## config.mk

```make
export PLATFORM = sky130hd
export DESIGN_NAME = bsp_alu
export DESIGN_NICKNAME = d
export VERILOG_FILES = /design/src/hdl/bsp_pkg.sv /design/src/hdl/bsp_alu.sv
export SDC_FILE = /design/constraint.sdc
export NUM_CORES = 1
export LEC_CHECK = 0
export CAP_MARGIN = 20
export CORE_MARGIN = 2
export CORE_UTILIZATION = 30
export DETAILED_ROUTE_END_ITERATION = 8
export DONT_BUFFER_PORTS = 1
export GPL_TIMING_DRIVEN = 0
export PLACE_DENSITY = 0.54
export SLEW_MARGIN = 0
export SYNTH_ARGS = -nofsm -noshare
export SYNTH_HDL_FRONTEND = slang
export SYNTH_SLANG_ARGS = --single-unit
```

## constraint.sdc

```tcl
create_clock -name vclk -period 2.4
set_input_delay 0.24 -clock vclk [all_inputs]
set_output_delay 0.24 -clock vclk [all_outputs]
set_load 0.03 [all_outputs]
```

## src/hdl/bsp_pkg.sv

```systemverilog
// Shared types and constants for the shortest-path relax engine.
`timescale 1ns / 1ps

package bsp_pkg;

	localparam int NODE_W   = 10;
	localparam int DIST_W   = 31;
	localparam int WEIGHT_W = 24;
	localparam int CMD_W    = 2;

	localparam int NODES_DEF = 1024;

	localparam logic [DIST_W-1:0] DIST_INF = 31'd536870911;
	localparam logic [DIST_W-1:0] DIST_MAX = 31'h7FFF_FFFF;

	localparam logic [CMD_W-1:0] CMD_INIT   = 2'd0;
	localparam logic [CMD_W-1:0] CMD_RELAX  = 2'd1;
	localparam logic [CMD_W-1:0] CMD_COMMIT = 2'd2;
	localparam logic [CMD_W-1:0] CMD_READ   = 2'd3;

	typedef enum logic [0:0] {
		ALU_ADD_SAT,
		ALU_MIN
	} alu_op_t;

	typedef struct packed {
		logic [CMD_W-1:0]    cmd;
		logic [NODE_W-1:0]   from_node;
		logic [NODE_W-1:0]   dst_node;
		logic [WEIGHT_W-1:0] weight;
	} in_word_t;

	typedef struct packed {
		logic [NODE_W-1:0] node;
		logic [DIST_W-1:0] distance;
		logic              improved;
		logic              changed_any;
	} out_word_t;

	typedef struct packed {
		logic [DIST_W-1:0] res;
		logic              lt;
	} alu_out_t;

endpackage

```

## src/hdl/bsp_alu.sv

```systemverilog
// Shared distance unit: saturating add, minimum and less-than compare.
`timescale 1ns / 1ps

module bsp_alu (
	input  bsp_pkg::alu_op_t          op,
	input  logic [bsp_pkg::DIST_W-1:0] a,
	input  logic [bsp_pkg::DIST_W-1:0] b,
	output bsp_pkg::alu_out_t         result
);
	import bsp_pkg::*;

	logic [DIST_W:0] sum;
	logic            lt;

	assign sum = {1'b0, a} + {1'b0, b};
	assign lt  = (a < b);

	always_comb begin
		result.lt = lt;
		case (op)
			ALU_ADD_SAT: begin
				result.res = sum[DIST_W] ? DIST_MAX : sum[DIST_W-1:0];
			end
			ALU_MIN: begin
				result.res = lt ? a : b;
			end
			default: begin
				result.res = b;
			end
		endcase
	end

endmodule

```

==> results of run 1 <==
## power breakdown
group | switching (µW) | total (µW) | leakage, µW | internal [µW]
combinational | 786 | 1320 | 0.00173 | 537
clock | 0 | 0 | 0 | 0
sequential | 0 | 0 | 0 | 0
## kinds of logic (layout without fill, tap and decap cells)
logic type,Yosys count,count (layout),synth area share
adders and majority gates,63,63,0.249
buffers and inverters,77,96,0.0987
AOI/OAI and AO/OA,148,148,0.320
xor gates and xnor gates,22,22,0.0603
muxes,31,31,0.0980
and+or+nand+nor,104,104,0.174
## stage by stage
| step | hold slack (ns) | util |
|---|---|---|
| 6_report | 0.753 | 0.413 |
| 5_1_grt | 0.771 | 0.413 |
| 4_1_cts | 0.756 | 0.399 |
| 3_5_place_dp | 0.752 | 0.366 |
| 3_3_place_gp | 0.735 | 0.366 |
| 2_1_floorplan | 0.728 | - |
## area by class of cell
| type | instances | share of cell area |
|---|---|---|
| multi-input combinational | 368 | 0.817 |
| inverter | 58 | 0.0575 |
| timing repair buffer | 24 | 0.0487 |
| tap | 136 | 0.0399 |
| buffer | 14 | 0.0370 |
## what timing repair did
action | in CTS | in global routing
hold buffers | 0 | 0
pin swaps | 37 | 31
setup buffers | 14 | 10
cloned | 1 | 0
endpoints found under the setup margin | 31 | 32
resized for setup | 40 | 36
## path summary, 6_finish.rpt
check             start          to  slack (ns)  cells past startpoint
hold / removal     b[0]   result[1]        0.75                      2
setup / recovery  a[17]  result[23]       -0.53                     10
## layer usage
metal  up-vias  GRT usage
met1      1597      0.246
li1       1658          -
met2        73      0.332
met4         0     0.0130
met3         4     0.0176
met5         -          0
## cells in the final DEF (no fill, tap or decap), types with 3 or more instances in the layout
cell type / n
buf_12: 4
o211ai_1: 5
a21oi_2: 9
a21o_1: 6
ha_4: 10
or3_1: 4
nor2b_1: 6
and3_1: 3
inv_6: 3
buf_6: 6
o31ai_2: 3
o21ai_0: 8
mux2i_1: 29
nand3_1: 3
nand4_1: 10
o21bai_1: 12
inv_2: 4
a211oi_1: 3
nor4_1: 5
a211oi_4: 4
a21oi_1: 34
nor3_1: 5
nor2_1: 36
buf_4: 21
nor4_4: 3
nand2b_1: 3
o21a_1: 4
xnor2_1: 21
nand2_1: 10
o21ai_1: 5
ha_2: 9
clkbuf_1: 3
inv_1: 50
o31ai_1: 3
a22oi_2: 24
o21ai_2: 3
ha_1: 43
==> impl_metrics.ini, run 1 <==
[run_status]
outcome = complete, but fails checks
violations = negative setup slack

[place]
finalWeightedCongestion = 0.838
pre_cts_slack_ns = -1.07
numPortBuffers = 0
dp.cells = 581
place_area_um2 = 3780
hpwlAfterDp_um = 8770

[routing]
via_per_inst = 5.55
drt-wirelength-per-cell_um = 18.2
firstDrtPassIters = 4
drt.antenna.violating_nets = 0
maxUsedRoutingLayer = met4
wl_met2_um = 5440
num_vias = 3332
wirelength_um = 10900
met3_length_um = 553
drtIter0Drc = 116
drt-met1-wl_um = 4840
drcViolationCount = 0

[finish]
multi_input_comb_area_um2 = 3490
drive_gt1_frac = 0.304
syn_to_final_growth_pct = 33.6
diodes = 0
nets = 592
stdcell_count = 600
register_area_um2 = 0
fillers = 1063
clock_buffers = 0
seq_cells = 0
design_area_um2 = 4270

[sta]
tightest_slew_ns = 0.976
rsz0062_at_grt = yes
slew_violations = 0
fin_crit_ns = 2.93
max_slew_margin = 0.349
finalCritPeriodShare = 1.22
finalSetupTns_ns = -9.90
hold_violations = 0
layout_setup_ws_ns = -0.532
fmaxAchievable_mhz = 341
setup_viol = 31

[power]
power.leakage_uw = 0.00173
power-per-cell-area_nw_per_um2 = 310
power_uw = 1320
peakVddDrop_mv = 0.116

[global_route]
grt_max_degree = 11
grt_use_total = 0.184
grt_pass1_vias = 3401
overflow = 0
grt_pass1_wl_um = 17200
antenna_found_initial = 0

[synthesis]
ys_seq_area_frac = 0
yosysMostFrequentCell = ha_1
netlist.area_leader.share = 0.243
synth_commonest_cells = 62 x ha_1, 58 x inv_1, 43 x a21oi_1, 39 x nor2_1, 29 x mux2i_1
yosys_warnings = 0
syn_avg_cell_area_um2 = 7.18
synth.distinct_cells = 58
syn-num-nets = 571
synth_area_um2 = 3190
synth_top_cell_by_area = ha_1
syn_inst = 445
synth_area_leaders = ha_1 24%, mux2i_1 9.1%, inv_1 6.8%, a21oi_1 6.7%, xnor2_1 5.8%

[setup_path]
slowest_stage = a211oi_4
required_ns = 2.16
cp_cell_sequence = ha_4 -> nor4_4 -> nand4_1 -> nor4b_4 -> o211ai_1 -> and3_4 -> o31ai_4 -> buf_6 -> a211oi_4 -> a211oi_4
crit_family = simple AND/OR/NAND/NOR gates
cpMostUsedCell = a211oi_4
worst_setup_path_end_kind = output port
crit_buf_inv = 1
start_kind = input port
critical_path_class = input port to output port
cpPeakStageDelay_ns = 0.44
arrival_ns = 2.69
cp_max_fo = 5

[hold_path]
hp-class = input port to output port

[floorplanning]
io_pins = 95
fp.dieH_um = 107
rows = 37
start_util = 0.309
core-area_um2 = 10300
die_x_um = 107
die_area_um2 = 11500

[flow_run]
maxCapViolCount = 0
Note: power is estimated with default switching activity, not from simulation.
==> run 2, diff against run 1 <==
--- a/config.mk
+++ b/config.mk
@@ -11,7 +11,8 @@
 export DETAILED_ROUTE_END_ITERATION = 8
 export DONT_BUFFER_PORTS = 1
 export GPL_TIMING_DRIVEN = 0
-export PLACE_DENSITY = 0.54
+export PLACE_DENSITY = 0.5
+export SETUP_SLACK_MARGIN = 0.1
 export SLEW_MARGIN = 0
 export SYNTH_ARGS = -nofsm -noshare
 export SYNTH_HDL_FRONTEND = slang
==> impl_metrics.ini, run 2 (synthesized netlist as in run 1, its figures left out) <==
[run_status]
outcome = complete, but fails checks
violations = negative setup slack

[floorplanning]
io_pins = 95
die_x_um = 107
core-area_um2 = 10300
rows = 37
fp.dieH_um = 107
die_area_um2 = 11500
start_util = 0.309

[global_route]
grt_use_total = 0.189
grt_pass1_wl_um = 17700
antenna_found_initial = 0
grt_max_degree = 11
overflow = 0
grt_pass1_vias = 3375

[place]
finalWeightedCongestion = 0.859
dp.cells = 581
hpwlAfterDp_um = 8710
numPortBuffers = 0

[routing]
drtIter0Drc = 123
drcViolationCount = 0
wirelength_um = 11200
num_vias = 3362
drt.antenna.violating_nets = 0
via_per_inst = 5.50
firstDrtPassIters = 5
drt-wirelength-per-cell_um = 18.4

[finish]
fillers = 1029
multi_input_comb_area_um2 = 3600
stdcell_count = 611
seq_cells = 0
final_core_util = 0.434
syn_to_final_growth_pct = 40.2
nets = 603
register_area_um2 = 0
diodes = 0
drive_gt1_frac = 0.339
final_common_cell = inv_1
clock_buffers = 0
layout_common_cells = 50 x inv_1, 41 x ha_1, 37 x nor2_1

[sta]
rsz0062_at_grt = yes
slew_violations = 0
finalCritPeriodShare = 1.22
layout_setup_ws_ns = -0.529
fmaxAchievable_mhz = 341
fin_crit_ns = 2.93
max_slew_margin = 0.371
finalSetupTns_ns = -9.14
setup_viol = 31
hold_violations = 0
tightest_slew_ns = 0.943

[power]
peakVddDrop_mv = 0.115
power-per-cell-area_nw_per_um2 = 309
power_uw = 1380
power.leakage_uw = 0.00181

[setup_path]
worst_setup_path_end_kind = output port
cp_max_fo = 5
critical_path_class = input port to output port
required_ns = 2.16
critPathLaunch = a[15]
endpoint = result[23]
arrival_ns = 2.69
start_kind = input port

[flow_run]
maxCapViolCount = 0

[hold_path]
hp-class = input port to output port

[clocking]
hold_buffers = 0
run 2: cell types whose count changed in the layout (fill, tap and decap cells not counted), moves of 3 or more:
cell and delta:
buf_4 +7, ha_4 +5, ha_2 -3, buf_6 +3
run 2: routing by layer:
metal | global-route usage | share of wire | up-vias
met5 | 0 | 0 | -
met3 | 0.0195 | 0.044 | 2
met2 | 0.331 | 0.48 | 70
met1 | 0.261 | 0.47 | 1612
li1 | - | - | 1678
met4 | 0.0121 | 0.0049 | 0
run 2: worst min path at each step:
| stage | startpoint | cells past startpoint | endpoint | slack, ns |
|---|---|---|---|---|
| final | b[0] | 2 | result[1] | 0.75 |
| after global routing | b[0] | 2 | result[1] | 0.76 |
| after CTS | b[0] | 2 | result[1] | 0.75 |
| after detailed placement | b[0] | 2 | result[1] | 0.74 |
| after global placement | b[0] | 2 | result[1] | 0.74 |
| after floorplan | b[0] | 2 | result[1] | 0.73 |
run 2: what timing repair did:
action                                  4_1_cts  5_1_grt
pin swaps                                    43       42
cloned                                        2        0
endpoints found under the hold margin         0        0
endpoints found under the setup margin       32       32
buffers inserted                             18       15
gates resized for setup                      55       40
run 2: final cells by class:
class                      count  share of cell area
multi-input combinational    368               0.804
inverter                      58              0.0553
buffer                        16              0.0383
timing repair buffer          33              0.0648
tap                          136              0.0380
run 2: through the flow:
step                      cell area [µm²]  setup slack [ns]  hold slack (ns)
final                                4480            -0.529            0.750
after global routing                 4480            -0.613            0.762
after CTS                            4270            -0.494            0.752
after detailed placement             3810             -1.05            0.740
after global placement               3810             -1.08            0.735
after floorplan                      3640            -0.248            0.728
run 2: worst max-delay path, cell delays in order:
cell	delay, ns
ha_4	0.22
buf_8	0.12
nor4_4	0.21
nand4_1	0.24
nor4b_4	0.34
o211ai_1	0.18
and3_4	0.24
o31ai_4	0.21
buf_6	0.18
a211oi_4	0.05
a211oi_4	0.45
run 2: where the power goes:
part	switching, µW	internal, µW	leakage [µW]
clock network	0	0	0
logic	812	572	0.00181
registers	0	0	0
